### src/hdl/wl2rgb_pkg.sv
// Package for the wavelength to RGB mapper: widths, band tables, band select.
// Used by wl2rgb_poly, wl2rgb_div and wavelength_to_rgb. No dependencies.
package wl2rgb_pkg;

  localparam int WlW               = 14;  // wavelength, 1/16 nm
  localparam int LevelW            = 16;  // output level width
  localparam int LevelFracBitsDef  = 16;  // default fraction bits of a level
  localparam int DW                = 11;  // offset into a band, below 2048
  localparam int SqW               = 22;  // d*S and d*d
  localparam int TermW             = 32;  // signed coefficient terms
  localparam int SumW              = 34;  // signed quadratic sum
  localparam int NW                = 33;  // positive numerator
  localparam int DenW              = 29;  // 100*S*S, below 2^29
  localparam int BandsMax          = 5;
  localparam int FrontStages       = 5;   // input, select, three poly stages

  // no channel has a band outside this window
  localparam logic [WlW-1:0] VisibleLo = 14'd6400;   // 400 nm
  localparam logic [WlW-1:0] VisibleHi = 14'd11200;  // 700 nm

  typedef enum logic [1:0] {
    ChRed   = 2'd0,
    ChGreen = 2'd1,
    ChBlue  = 2'd2
  } chan_e;

  // one band: start and span in 1/16 nm, coefficients in hundredths,
  // c0 = k0*S*S and den = 100*S*S precomputed
  typedef struct packed {
    logic        [WlW-1:0]   lo;
    logic        [DW-1:0]    span;
    logic signed [8:0]       k1;
    logic signed [8:0]       k2;
    logic signed [TermW-1:0] c0;
    logic        [DenW-1:0]  den;
  } band_t;

  // selected band and offset of the wavelength into it
  typedef struct packed {
    logic          hit;
    logic [DW-1:0] d;
    band_t         band;
  } sel_t;

  // polynomial result handed to the divider
  typedef struct packed {
    logic            pos;
    logic [NW-1:0]   n;
    logic [DenW-1:0] den;
  } poly_t;

  function automatic int band_count(chan_e ch);
    int cnt;
    unique case (ch)
      ChRed:   cnt = 5;
      ChGreen: cnt = 3;
      ChBlue:  cnt = 2;
      default: cnt = 0;
    endcase
    return cnt;
  endfunction

  function automatic band_t mk_band(int lo, int span, int k1, int k2, int c0, int den);
    band_t b;
    b.lo   = WlW'(lo);
    b.span = DW'(span);
    b.k1   = 9'(k1);
    b.k2   = 9'(k2);
    b.c0   = TermW'(c0);
    b.den  = DenW'(den);
    return b;
  endfunction

  // band table, in priority order within each channel
  function automatic band_t band_get(chan_e ch, logic [2:0] idx);
    band_t b;
    b = '0;
    unique case (ch)
      ChRed: begin
        unique case (idx)
          3'd0:    b = mk_band( 6400,  160,   33,  -20,          0,   2560000);
          3'd1:    b = mk_band( 6560, 1040,    0,  -13,   15142400, 108160000);
          3'd2:    b = mk_band( 8720,  800,  198, -100,          0,  64000000);
          3'd3:    b = mk_band( 9520,  880,    6,  -40,   75891200,  77440000);
          3'd4:    b = mk_band(10400,  800,  -84,   20,   41600000,  64000000);
          default: b = '0;
        endcase
      end
      ChGreen: begin
        unique case (idx)
          3'd0:    b = mk_band( 6640,  960,    0,   80,          0,  92160000);
          3'd1:    b = mk_band( 7600, 1840,   76,  -80,  270848000, 338560000);
          3'd2:    b = mk_band( 9360,  864,  -84,    0,   62705664,  74649600);
          default: b = '0;
        endcase
      end
      ChBlue: begin
        unique case (idx)
          3'd0:    b = mk_band( 6400, 1200,  220, -150,          0, 144000000);
          3'd1:    b = mk_band( 7600, 1360, -100,   30,  129472000, 184960000);
          default: b = '0;
        endcase
      end
      default: b = '0;
    endcase
    return b;
  endfunction

  // first band in list order that holds w; scanned from the back so the
  // earliest hit is the one left standing
  function automatic sel_t band_select(chan_e ch, logic [WlW-1:0] w);
    sel_t           s;
    band_t          b;
    logic [WlW:0]   hi;
    s = '0;
    for (int i = BandsMax - 1; i >= 0; i--) begin
      if (i < band_count(ch)) begin
        b  = band_get(ch, 3'(i));
        hi = {1'b0, b.lo} + (WlW + 1)'(b.span);
        if (w >= b.lo && {1'b0, w} < hi) begin
          s.hit  = 1'b1;
          s.d    = DW'(w - b.lo);
          s.band = b;
        end
      end
    end
    return s;
  endfunction

  // integer bits of a level: the fraction width, capped by the port width
  function automatic int level_bits(int f);
    return (f < LevelW) ? f : LevelW;
  endfunction

endpackage

### src/hdl/wl2rgb_poly.sv
// Three-stage quadratic evaluator for one channel: n = k0*S*S + k1*d*S + k2*d*d.
// Depends on wl2rgb_pkg (sel_t, poly_t, widths).
module wl2rgb_poly
  import wl2rgb_pkg::*;
(
  input  logic  clk_i,
  input  sel_t  sel_i,
  output poly_t poly_o
);

  // stage A: the two 11x11 products
  logic [SqW-1:0] ds_q, dd_q;
  band_t          band_a_q;
  logic           hit_a_q;

  always_ff @(posedge clk_i) begin
    ds_q     <= SqW'(sel_i.d) * SqW'(sel_i.band.span);
    dd_q     <= SqW'(sel_i.d) * SqW'(sel_i.d);
    band_a_q <= sel_i.band;
    hit_a_q  <= sel_i.hit;
  end

  // stage B: scale by the signed coefficients
  logic signed [TermW-1:0] k1x, k2x, dsx, ddx;
  logic signed [TermW-1:0] t1_q, t2_q, c0_q;
  logic        [DenW-1:0]  den_b_q;
  logic                    hit_b_q;

  assign k1x = {{(TermW - 9){band_a_q.k1[8]}}, band_a_q.k1};
  assign k2x = {{(TermW - 9){band_a_q.k2[8]}}, band_a_q.k2};
  assign dsx = {{(TermW - SqW){1'b0}}, ds_q};
  assign ddx = {{(TermW - SqW){1'b0}}, dd_q};

  always_ff @(posedge clk_i) begin
    t1_q    <= k1x * dsx;
    t2_q    <= k2x * ddx;
    c0_q    <= band_a_q.c0;
    den_b_q <= band_a_q.den;
    hit_b_q <= hit_a_q;
  end

  // stage C: sum; nonpositive or missed band gives a zero level
  logic signed [SumW-1:0] sum;
  poly_t                  poly_d, poly_q;

  always_comb begin
    sum = {{(SumW - TermW){c0_q[TermW-1]}}, c0_q}
        + {{(SumW - TermW){t1_q[TermW-1]}}, t1_q}
        + {{(SumW - TermW){t2_q[TermW-1]}}, t2_q};
    poly_d.pos = hit_b_q && !sum[SumW-1] && (sum != '0);
    poly_d.n   = poly_d.pos ? sum[NW-1:0] : '0;
    poly_d.den = den_b_q;
  end

  always_ff @(posedge clk_i) begin
    poly_q <= poly_d;
  end

  assign poly_o = poly_q;

endmodule

### config.mk
export PLATFORM = sky130hd
export DESIGN_NAME = wl2rgb_poly
export DESIGN_NICKNAME = d
export VERILOG_FILES = /design/src/hdl/wl2rgb_pkg.sv /design/src/hdl/wl2rgb_poly.sv
export SDC_FILE = /design/constraint.sdc
export NUM_CORES = 2
export LEC_CHECK = 0
export ABC_CLOCK_PERIOD_IN_PS = 6930
export BUFFER_PORTS_ARGS = -buffer_cell sky130_fd_sc_hd__buf_2
export CELL_PAD_IN_SITES_DETAIL_PLACEMENT = 0
export CELL_PAD_IN_SITES_GLOBAL_PLACEMENT = 2
export CORE_MARGIN = 4
export CORE_UTILIZATION = 41
export DETAILED_ROUTE_END_ITERATION = 6
export HOLD_SLACK_MARGIN = 0.08
export PLACE_DENSITY = 0.85
export SYNTH_ARGS = -nofsm -noshare
export SYNTH_HDL_FRONTEND = slang
export SYNTH_SLANG_ARGS = --single-unit
export TNS_END_PERCENT = 10
### constraint.sdc
create_clock -name clk_i -period 6.93 [get_ports clk_i]
set_input_delay 0.693 -clock clk_i [delete_from_list [all_inputs] [get_ports clk_i]]
set_output_delay 0.693 -clock clk_i [all_outputs]
set_load 0.02 [all_outputs]
==> flow_metrics.env <==
export IMPL_cts_resized=0
export IMPL_async_flop_share_pct=0
export IMPL_grt_max_degree=35
export IMPL_drc_errors=0
export IMPL_relSlewSlack_pct=36.8
export IMPL_die_h_um=270
export IMPL_startpoint="band_a_q[71]"
export IMPL_cts_tree="built"
export IMPL_fin_crit_ns=6.39
export IMPL_crit_type="flop to flop"
export IMPL_highest_layer="met4"
export IMPL_vias=19200
export IMPL_die_area_um2=73100
export IMPL_synth_main_ff_cell="dfxtp_1"
export IMPL_synth_top_area_share_pct=32.1
export IMPL_insertion_delay_ns=0.54
export IMPL_r2r_slack_ns=0.54
export IMPL_synth_cell_types=73
export IMPL_root_buffer="clkbuf_16"
export IMPL_wl_met1_um=29000
export IMPL_hold_violations=0
export IMPL_drt_iter0_markers=970
export IMPL_min_delay_path_class="primary input to flop"
export IMPL_ant_nets=0
export IMPL_reg2reg_to="t1_q[31]"
export IMPL_routed_wl_met2_um=30900
export IMPL_postCtsSetupBuffers=0
export IMPL_reg2reg_from="band_a_q[71]"
export IMPL_gp_congestion=0.903
export IMPL_gr_usage_all_layers_pct=18.3
export IMPL_synth_cells=2825
export IMPL_cp_required_ns=7.39
export IMPL_fin_worst_skew_ns=0.0198
export IMPL_rsz0062_at_grt="false"
export IMPL_synthTopCellsByArea="fa_1, dfxtp_1, ha_1"
export IMPL_syn_area_per_cell_um2=9.99
export IMPL_worst_slew_pin_slew_ns=0.947
export IMPL_timing_fmax_mhz=156
export IMPL_ys_ff_latch=312
export IMPL_rows=95
export IMPL_cts_made_buffers=34
export IMPL_synthToLayoutAreaGrowth_pct=10.1
export IMPL_core_region_area_um2=67600
export IMPL_yosysMostFrequentCell="fa_1"
export IMPL_end_kind="flop"
export IMPL_run_status="complete, no violations"
export IMPL_yosys_top_cells_count="fa_1, inv_1, dfxtp_1"
export IMPL_io_pins=180
export IMPL_firstDrtPassIters=5
export IMPL_met3RoutedLength_um=3490
export IMPL_cp_arrival_ns=6.85
export IMPL_cp_max_fo=22
export IMPL_fillers=6495
export IMPL_die_width_um=270
export IMPL_startpoint_type="flop"
export IMPL_maxCapViolCount=0
export IMPL_cts_reportedPaths_clkPinSlew_ns=0.06
export IMPL_viasPerCell=4.99
export IMPL_cts_sinks=312
export IMPL_finalSetupViolCount=0
export IMPL_grt_overflow_total=0
export IMPL_slew_violations=0
export IMPL_drive_above_1_share_pct=8.93
export IMPL_grt_pass1_vias=21000
export IMPL_post_drt_wl_per_cell_um=16.8
export IMPL_nets=3833
export IMPL_io_buffers=165
export IMPL_synth_cell_area_um2=28200
export IMPL_yosys_area_top_type="fa_1"
export IMPL_crit_path_end="t1_q[31]"
export IMPL_h_tree_depth=2
export IMPL_finalWirelength_um=64700
export IMPL_grt_pass1_wl_um=108000
export IMPL_fin_crit_sh_pct=92.2
export IMPL_fin_tns_setup_ns=0
export IMPL_ctsHoldBuffers=0
export IMPL_antenna_found_initial=3
export IMPL_synth_edff_count=0
export IMPL_place_hpwl_um=52000
export IMPL_rr_worst_depth=18
export IMPL_yosysSeqAreaShare_pct=22.1
export IMPL_clockBufferDepth=3
export IMPL_start_util_pct=41.7
export IMPL_yosysWarnings=0
[sequential cells by signal, indices dropped and copies added (netlist names)]
register  cells
band_a_q     79
c0_q         32
dd_q         21
den_b_q      29
ds_q         22
hit_a_q       1
hit_b_q       1
poly_o       63
t1_q         32
t2_q         32
[critical path, stage by stage, from the launching register on]
cell      delay, ns
dfxtp_1        0.93
nand2_1        0.18
fa_1           0.54
inv_1          0.05
fa_1           0.48
fa_1           0.58
fa_1           0.44
ha_1           0.31
ha_1           0.38
and3_4         0.23
a221oi_2       0.24
o211ai_1       0.18
or3_1          0.39
o31ai_2        0.26
o21ai_1        0.14
or4_1          0.45
a31o_1         0.24
a21oi_2        0.14
xnor2_1        0.12
[worst min-delay path by stage]
| stage | slack [ns] | startpoint | to | depth (start not counted) |
|---|---|---|---|---|
| floorplan | 0.31 | band_a_q[29] | c0_q[0] | 0 |
| global placement | 0.31 | den_b_q[9] | poly_o[9] | 0 |
| detailed placement | 0.31 | den_b_q[17] | poly_o[17] | 0 |
| CTS | 0.20 | sel_i[68] | band_a_q[68] | 1 |
| global route | 0.21 | sel_i[68] | band_a_q[68] | 1 |
| finish | 0.24 | sel_i[67] | band_a_q[67] | 1 |
[kinds of logic (layout without fill, tap and decap cells)]
group | Yosys count | in the layout | synth area share, %
AOI/OAI and AO/OA | 271 | 271 | 6.30
xor gates and xnor gates | 115 | 115 | 3.57
adders and majority gates | 761 | 761 | 45.8
buffers and inverters | 513 | 667 | 6.86
DFF | 312 | 312 | 22.1
muxes | 1 | 1 | 0.0399
other | 2 | 4 | 0.0266
and+or+nand+nor | 850 | 850 | 15.3
[layer usage]
layer,GRT usage [%],vias to the layer above
met4,4.09,0
met5,0,-
li1,-,9091
met1,24.3,9624
met2,31.4,433
met3,3.15,72
[through the flow]
stage / hold WS, ns / util, % / setup slack (ns) / std cells / cell area [µm²]
after global placement: 0.310 / 44.2 / 0.632 / 3792 / 29900
after floorplan: 0.310 / - / 1.30 / 2826 / 28200
after detailed placement: 0.312 / 44.2 / 0.626 / 3792 / 29900
after CTS: 0.201 / 45.9 / 0.558 / 3853 / 31100
final: 0.244 / 46.0 / 0.539 / 3854 / 31100
after global routing: 0.210 / 46.0 / 0.195 / 3854 / 31100
[placed cells by master, fill, tap and decap left out, drive strengths merged, types with 49 or more instances in the layout]
cell and instances:
a21oi 86, and2 277, buf 182, dfxtp 312, fa 453, ha 308, inv 428, nand2 305
nor2 92, nor2b 49, o21ai 51, xnor2 91
[final cells by class]
class	count	area (µm²)	area share (%)
antenna	1	2.50	0.00805
clock inverter	20	198	0.636
sequential	312	6250	20.1
tap	873	1090	3.51
clock buffer	41	958	3.08
inverter	424	1590	5.12
multi-input combinational	2001	20000	64.5
timing repair buffer	182	953	3.07
Power is left out: the tool's default activity adds up to more than one toggle a clock period on the data nets, which glitch-free logic cannot reach.
