File: src/hdl/wl2rgb_pkg.sv
// Package for the wavelength to RGB mapper: widths, band tables, band select.
// Used by wl2rgb_poly, wl2rgb_div and wavelength_to_rgb. No dependencies.
package wl2rgb_pkg;

  localparam int WlW               = 14;  // wavelength, 1/16 nm
  localparam int LevelW            = 16;  // output level width
  localparam int LevelFracBitsDef  = 16;  // default fraction bits of a level
  localparam int DW                = 11;  // offset into a band, below 2048
  localparam int SqW               = 22;  // d*S and d*d
  localparam int TermW             = 32;  // signed coefficient terms
  localparam int SumW              = 34;  // signed quadratic sum
  localparam int NW                = 33;  // positive numerator
  localparam int DenW              = 29;  // 100*S*S, below 2^29
  localparam int BandsMax          = 5;
  localparam int FrontStages       = 5;   // input, select, three poly stages

  // no channel has a band outside this window
  localparam logic [WlW-1:0] VisibleLo = 14'd6400;   // 400 nm
  localparam logic [WlW-1:0] VisibleHi = 14'd11200;  // 700 nm

  typedef enum logic [1:0] {
    ChRed   = 2'd0,
    ChGreen = 2'd1,
    ChBlue  = 2'd2
  } chan_e;

  // one band: start and span in 1/16 nm, coefficients in hundredths,
  // c0 = k0*S*S and den = 100*S*S precomputed
  typedef struct packed {
    logic        [WlW-1:0]   lo;
    logic        [DW-1:0]    span;
    logic signed [8:0]       k1;
    logic signed [8:0]       k2;
    logic signed [TermW-1:0] c0;
    logic        [DenW-1:0]  den;
  } band_t;

  // selected band and offset of the wavelength into it
  typedef struct packed {
    logic          hit;
    logic [DW-1:0] d;
    band_t         band;
  } sel_t;

  // polynomial result handed to the divider
  typedef struct packed {
    logic            pos;
    logic [NW-1:0]   n;
    logic [DenW-1:0] den;
  } poly_t;

  function automatic int band_count(chan_e ch);
    int cnt;
    unique case (ch)
      ChRed:   cnt = 5;
      ChGreen: cnt = 3;
      ChBlue:  cnt = 2;
      default: cnt = 0;
    endcase
    return cnt;
  endfunction

  function automatic band_t mk_band(int lo, int span, int k1, int k2, int c0, int den);
    band_t b;
    b.lo   = WlW'(lo);
    b.span = DW'(span);
    b.k1   = 9'(k1);
    b.k2   = 9'(k2);
    b.c0   = TermW'(c0);
    b.den  = DenW'(den);
    return b;
  endfunction

  // band table, in priority order within each channel
  function automatic band_t band_get(chan_e ch, logic [2:0] idx);
    band_t b;
    b = '0;
    unique case (ch)
      ChRed: begin
        unique case (idx)
          3'd0:    b = mk_band( 6400,  160,   33,  -20,          0,   2560000);
          3'd1:    b = mk_band( 6560, 1040,    0,  -13,   15142400, 108160000);
          3'd2:    b = mk_band( 8720,  800,  198, -100,          0,  64000000);
          3'd3:    b = mk_band( 9520,  880,    6,  -40,   75891200,  77440000);
          3'd4:    b = mk_band(10400,  800,  -84,   20,   41600000,  64000000);
          default: b = '0;
        endcase
      end
      ChGreen: begin
        unique case (idx)
          3'd0:    b = mk_band( 6640,  960,    0,   80,          0,  92160000);
          3'd1:    b = mk_band( 7600, 1840,   76,  -80,  270848000, 338560000);
          3'd2:    b = mk_band( 9360,  864,  -84,    0,   62705664,  74649600);
          default: b = '0;
        endcase
      end
      ChBlue: begin
        unique case (idx)
          3'd0:    b = mk_band( 6400, 1200,  220, -150,          0, 144000000);
          3'd1:    b = mk_band( 7600, 1360, -100,   30,  129472000, 184960000);
          default: b = '0;
        endcase
      end
      default: b = '0;
    endcase
    return b;
  endfunction

  // first band in list order that holds w; scanned from the back so the
  // earliest hit is the one left standing
  function automatic sel_t band_select(chan_e ch, logic [WlW-1:0] w);
    sel_t           s;
    band_t          b;
    logic [WlW:0]   hi;
    s = '0;
    for (int i = BandsMax - 1; i >= 0; i--) begin
      if (i < band_count(ch)) begin
        b  = band_get(ch, 3'(i));
        hi = {1'b0, b.lo} + (WlW + 1)'(b.span);
        if (w >= b.lo && {1'b0, w} < hi) begin
          s.hit  = 1'b1;
          s.d    = DW'(w - b.lo);
          s.band = b;
        end
      end
    end
    return s;
  endfunction

  // integer bits of a level: the fraction width, capped by the port width
  function automatic int level_bits(int f);
    return (f < LevelW) ? f : LevelW;
  endfunction

endpackage

File: src/hdl/wl2rgb_div.sv
// Pipelined restoring divider with rounding and clamp: level = round(n*2^F / den).
// One quotient bit per stage. Depends on wl2rgb_pkg (poly_t, widths, level_bits).
module wl2rgb_div
  import wl2rgb_pkg::*;
#(
  parameter int LEVEL_FRAC_BITS = LevelFracBitsDef
) (
  input  logic              clk_i,
  input  poly_t             poly_i,
  output logic [LevelW-1:0] level_o
);

  // QB quotient bits of n*2^(F+1)/den; the extra low bit does the rounding
  localparam int LB = level_bits(LEVEL_FRAC_BITS);
  localparam int QB = LB + 1;
  localparam int SH = LEVEL_FRAC_BITS - LB;
  localparam int RW = NW + SH;
  localparam logic [LB-1:0] Top = {LB{1'b1}};

  logic [DenW-1:0] rem_q [QB+1];
  logic [QB-1:0]   quo_q [QB+1];
  logic [DenW-1:0] den_q [QB+1];
  logic            pos_q [QB+1];
  logic            ovf_q [QB+1];

  // entry: leading remainder, overflow when the quotient would not fit QB bits
  logic [RW-1:0] r0;
  logic          ovf0;

  assign r0   = RW'(poly_i.n) << SH;
  assign ovf0 = r0 >= RW'(poly_i.den);

  // one compare-subtract per stage
  logic [DenW:0]   dbl   [QB];
  logic            ge    [QB];
  logic [DenW-1:0] rem_d [QB];
  logic [QB-1:0]   quo_d [QB];

  always_comb begin
    for (int s = 0; s < QB; s++) begin
      dbl[s]   = {rem_q[s], 1'b0};
      ge[s]    = dbl[s] >= {1'b0, den_q[s]};
      rem_d[s] = ge[s] ? DenW'(dbl[s] - {1'b0, den_q[s]}) : dbl[s][DenW-1:0];
      quo_d[s] = {quo_q[s][QB-2:0], ge[s]};
    end
  end

  always_ff @(posedge clk_i) begin
    rem_q[0] <= r0[DenW-1:0];
    quo_q[0] <= '0;
    den_q[0] <= poly_i.den;
    pos_q[0] <= poly_i.pos;
    ovf_q[0] <= ovf0;
    for (int s = 0; s < QB; s++) begin
      rem_q[s+1] <= rem_d[s];
      quo_q[s+1] <= quo_d[s];
      den_q[s+1] <= den_q[s];
      pos_q[s+1] <= pos_q[s];
      ovf_q[s+1] <= ovf_q[s];
    end
  end

  // round half up, then clamp to the top level
  logic [QB:0]       qsum;
  logic [QB-1:0]     qr;
  logic [LB-1:0]     lvl;
  logic [LevelW-1:0] level_q;

  always_comb begin
    qsum = {1'b0, quo_q[QB]} + (QB + 1)'(1);
    qr   = qsum[QB:1];
    if (!pos_q[QB]) begin
      lvl = '0;
    end else if (ovf_q[QB] || qr[QB-1]) begin
      lvl = Top;
    end else begin
      lvl = qr[LB-1:0];
    end
  end

  always_ff @(posedge clk_i) begin
    level_q <= LevelW'(lvl);
  end

  assign level_o = level_q;

endmodule

File: config.mk
export PLATFORM = sky130hd
export DESIGN_NAME = wl2rgb_div
export DESIGN_NICKNAME = d
export VERILOG_FILES = /design/src/hdl/wl2rgb_pkg.sv /design/src/hdl/wl2rgb_div.sv
export SDC_FILE = /design/constraint.sdc
export NUM_CORES = 2
export LEC_CHECK = 0
export ABC_AREA = 1
export BUFFER_PORTS_ARGS = -buffer_cell sky130_fd_sc_hd__buf_2
export CAP_MARGIN = 20
export CORE_UTILIZATION = 45
export CTS_CLUSTER_DIAMETER = 120
export CTS_CLUSTER_SIZE = 10
export DETAILED_ROUTE_END_ITERATION = 8
export HOLD_SLACK_MARGIN = 0.12
export PLACE_DENSITY = 0.59
export SYNTH_ARGS = -nofsm -noshare
export SYNTH_HDL_FRONTEND = slang
export SYNTH_SLANG_ARGS = --single-unit
File: constraint.sdc
create_clock -name clk_i -period 4.9 [get_ports clk_i]
set_input_delay 0.735 -clock clk_i [delete_from_list [all_inputs] [get_ports clk_i]]
set_output_delay 0.735 -clock clk_i [all_outputs]
set_load 0.005 [all_outputs]
==> qor.log <==
INFO  worst_setup_path slowest_stage=sky130_fd_sc_hd__nand3_2
INFO  routing        vias=64900
INFO  final_layout   layout.cells.most_common_list=sky130_fd_sc_hd__nand2_1, sky130_fd_sc_hd__inv_1, sky130_fd_sc_hd__dfxtp_1
INFO  timing         slew_violations=0
INFO  synthesis      ys_async_sr_fraction=0%
INFO  synthesis      seq_area_frac_synth=33.6%
INFO  clocking       clock_sink_count=1191
INFO  worst_setup_path endpoint_kind=flop
INFO  final_layout   final_nets=11700
INFO  floorplanning  dieHeight=399µm
INFO  run_status     status=finished clean
INFO  synthesis      yosysTopAreaCell=sky130_fd_sc_hd__dfxtp_1
INFO  final_layout   final-instance-count-excl-fill=13100
INFO  worst_setup_path timing.setup.critical_path_class=reg2reg
INFO  synthesis      post_syn_instances=10900
INFO  clocking       cts.clk_slew.worst_paths=0.06ns
INFO  final_layout   layout.cells.most_common=sky130_fd_sc_hd__nand2_1
INFO  clocking       numCtsBuffers=137
INFO  worst_setup_path timing.critical_path.buf_inv=1
INFO  worst_setup_path cp_data_arrival_time=3.67ns
INFO  worst_setup_path delay_of_the_slowest_cell_on_the_worst_path=0.73ns
INFO  timing         relSlewSlack=36.1%
INFO  worst_setup_path crit_top_cell=sky130_fd_sc_hd__nand2_1
INFO  synthesis      synth-warning-count=0
INFO  floorplanning  initial_utilization=45.4%
INFO  synthesis      yosys.cell_types.count=39
INFO  worst_setup_path crit_path_launch_type=flop
INFO  synthesis      count_of_flip_flops_with_a_built_in_enable_after_synthesis=0
INFO  routing        totalWireLength=228000µm
INFO  final_layout   post-route-cell-area=77200µm²
INFO  grt            grt_first_pass_wirelength=352000µm
INFO  synthesis      main_flop_type_after_synthesis=sky130_fd_sc_hd__dfxtp_1
INFO  clocking       tritoncts=built
INFO  clocking       clk_latency=0.81ns
INFO  worst_hold_path hold_path_class=in2reg
INFO  grt            grt_pass1_vias=60900
INFO  place          numPlacedInstances=12900
INFO  place          gp_routability_congestion=0.948
INFO  synthesis      netlist_top_cells_area=sky130_fd_sc_hd__dfxtp_1, sky130_fd_sc_hd__nand2_1, sky130_fd_sc_hd__inv_1, sky130_fd_sc_hd__ha_1, sky130_fd_sc_hd__nand3_1
INFO  final_layout   areaGrowthSynthToFinish=8.85%
INFO  place          detailed_place.area=72800µm²
INFO  synthesis      fraction_of_synthesized_cell_area_taken_by_the_top_area_cell_type=33.6%
INFO  floorplanning  ioPinCount=80
INFO  worst_setup_path ff2ff_setup_slack=1.88ns
INFO  floorplanning  dieWidth=399µm
INFO  synthesis      synth_area=70900µm²
INFO  timing         setup_repair_after_global_routing_missed_its_margin=no
INFO  routing        vias_per_cell=4.95
INFO  grt            groute.usage.overall=28.3%
INFO  final_layout   post_route_cells_drive_above_1_share=5.04%
INFO  worst_setup_path timing.critical_path.required=5.54ns
INFO  clocking       cts-htree-levels=4
INFO  grt            grt_remaining_overflow=0
INFO  routing        drt_iter0_drc=5308
INFO  power          peakVddDrop=0.433mV
INFO  floorplanning  fp.dieArea=159000µm²
INFO  routing        drt_first_pass_iters=8
INFO  power          cellLeakagePower=45.0nW
INFO  routing        detail_route.drc_violations=0
INFO  timing         whs=0.176ns
INFO  grt            antenna_found_initial=5
INFO  timing         setup_tns=0ns
INFO  place          dp.final_hpwl=186000µm
INFO  run            drv_cap=0
INFO  clocking       cts.root.buffer_cell=sky130_fd_sc_hd__clkbuf_16
INFO  grt            grt_start_max_net_pins=32
INFO  power          power_density=680nW/µm²
INFO  synthesis      ys_ff_latch=1191
INFO  clocking       clock_path_buffers=3
INFO  routing        postRouteAntennaNets=0
INFO  worst_setup_path timing.critical_path.max_delay_family=simple AND/OR/NAND/NOR gates
INFO  timing         timing.final.setup_violations=0
INFO  final_layout   filler_cells_inserted=16200
INFO  timing         clock_skew_after_layout=0.0745ns
INFO  timing         worst_slew_pin_slew=0.956ns
INFO  synthesis      syn_avg_cell_area=6.51µm²
INFO  floorplanning  floorplan.core_area=156000µm²
INFO  final_layout   finalCoreUtilization=49.4%
INFO  timing         shortest_clock_period_the_worst_path_allows_after_layout=3.02ns
INFO  routing        route.detailed.wl_per_inst=17.4µm
INFO  worst_setup_path worstPathCellList=inv_1 > ha_1 > a21oi_1 > nand2_1 > nand2_1 > nand2_1 > a21oi_1 > nand3_2 > o21ai_0
INFO  floorplanning  fp-row-count=145
INFO  worst_setup_path cp_max_fo=31
INFO  place          port_buffers=79
INFO  timing         maxClockFrequency=0.331GHz
INFO  synthesis      syn-num-nets=11500
INFO  timing         timing.final.crit_share=61.7%
INFO  timing         final_hold_viol_count=0
-- final cells by class --
cell class / instances / area [µm²] / share of cell area [%]
well taps: 2058 / 2570 / 3.33
inverters: 2296 / 8620 / 11.2
diodes: 2 / 5.00 / 0.00648
clock inverters: 17 / 434 / 0.562
repair buffers: 149 / 1070 / 1.39
flip-flops and latches: 1191 / 23800 / 30.9
multi-input cells: 7281 / 37200 / 48.2
clock buffers: 137 / 3430 / 4.44
-- worst register-to-register path: cells and delay by family, from the launching register on --
family	cells	cell delay (ns)
buf+inv	1	0.08
flops	1	0.45
simple gates	4	1.01
compound gates	3	0.98
fa+ha+maj	1	0.34
-- cells by family after synthesis --
logic type,synth area share (%)
AOI/OAI and AO/OA,2.65
DFF,33.6
adders and majority gates,9.66
buffers and inverters,13.9
xor gates and xnor gates,2.51
and+or+nand+nor,37.7
-- worst paths after layout --
check	start	to	depth (start not counted)
min reg2reg	pos_q[15]	pos_q[16]	0
min	poly_i[24]	den_q[0][24]	1
max reg2reg	den_q[3][25]	rem_q[4][1]	9
max	den_q[3][25]	rem_q[4][1]	9
-- layer usage --
| metal | routed length [µm] | share of wire (%) | vias to the layer above | GRT usage [%] |
|---|---|---|---|---|
| met3 | 15000 | 6.5 | 314 | 4.25 |
| met5 | 0 | 0 | - | 0 |
| met4 | 6120 | 2.7 | 0 | 7.89 |
| met2 | 97000 | 42 | 1886 | 43.5 |
| met1 | 110000 | 48 | 29400 | 40.9 |
| li1 | - | - | 33400 | - |
-- synth_stat cells, types with 6 or more instances --
cell type and number:
sky130_fd_sc_hd__nand2_1 3971, sky130_fd_sc_hd__inv_1 2274, sky130_fd_sc_hd__dfxtp_1 1191, sky130_fd_sc_hd__nand3_1 1034
sky130_fd_sc_hd__nor2_1 597, sky130_fd_sc_hd__ha_1 522, sky130_fd_sc_hd__a21oi_1 277, sky130_fd_sc_hd__xor2_1 180
sky130_fd_sc_hd__nand3_2 161, sky130_fd_sc_hd__nand4_1 130, sky130_fd_sc_hd__nand3b_1 78, sky130_fd_sc_hd__buf_4 63
sky130_fd_sc_hd__nand2_2 58, sky130_fd_sc_hd__o21ai_0 52, sky130_fd_sc_hd__nor3_1 36, sky130_fd_sc_hd__buf_6 34
sky130_fd_sc_hd__or2_2 30, sky130_fd_sc_hd__nor2_2 24, sky130_fd_sc_hd__xnor2_1 23, sky130_fd_sc_hd__clkinv_1 19
sky130_fd_sc_hd__nor2_4 19, sky130_fd_sc_hd__a21o_1 16, sky130_fd_sc_hd__fa_1 16, sky130_fd_sc_hd__and2_1 14
sky130_fd_sc_hd__buf_12 12, sky130_fd_sc_hd__clkbuf_2 12, sky130_fd_sc_hd__nor4_1 12, sky130_fd_sc_hd__a21oi_2 10
sky130_fd_sc_hd__and3_1 7, sky130_fd_sc_hd__buf_2 7, sky130_fd_sc_hd__or2_1 6
-- registers in the layout, indices dropped and copies added, names as in the netlist --
| register | cells |
|---|---|
| den_q | 493 |
| rem_q | 493 |
| quo_q | 153 |
| ovf_q | 18 |
| pos_q | 18 |
| level_o | 16 |
-- through the flow --
step | setup slack [ns] | power (mW)
2_1_floorplan | 3.14 | 35.2
3_3_place_gp | 1.91 | 42.8
3_5_place_dp | 1.88 | 42.9
4_1_cts | 1.88 | 52.5
5_1_grt | 1.73 | 57.1
6_report | 1.88 | 52.5
-- report_power, final --
part / internal, mW / switching [mW]
sequential: 12.7 / 2.26
combinational: 9.30 / 19.0
clock: 5.06 / 4.17
-- what timing repair did --
item,4_1_cts,5_1_grt
buffers inserted,0,0
hold buffers,58,0
endpoints found under the hold margin,58,0
gates resized for setup,0,0
Power figures use the tool's default switching activity.
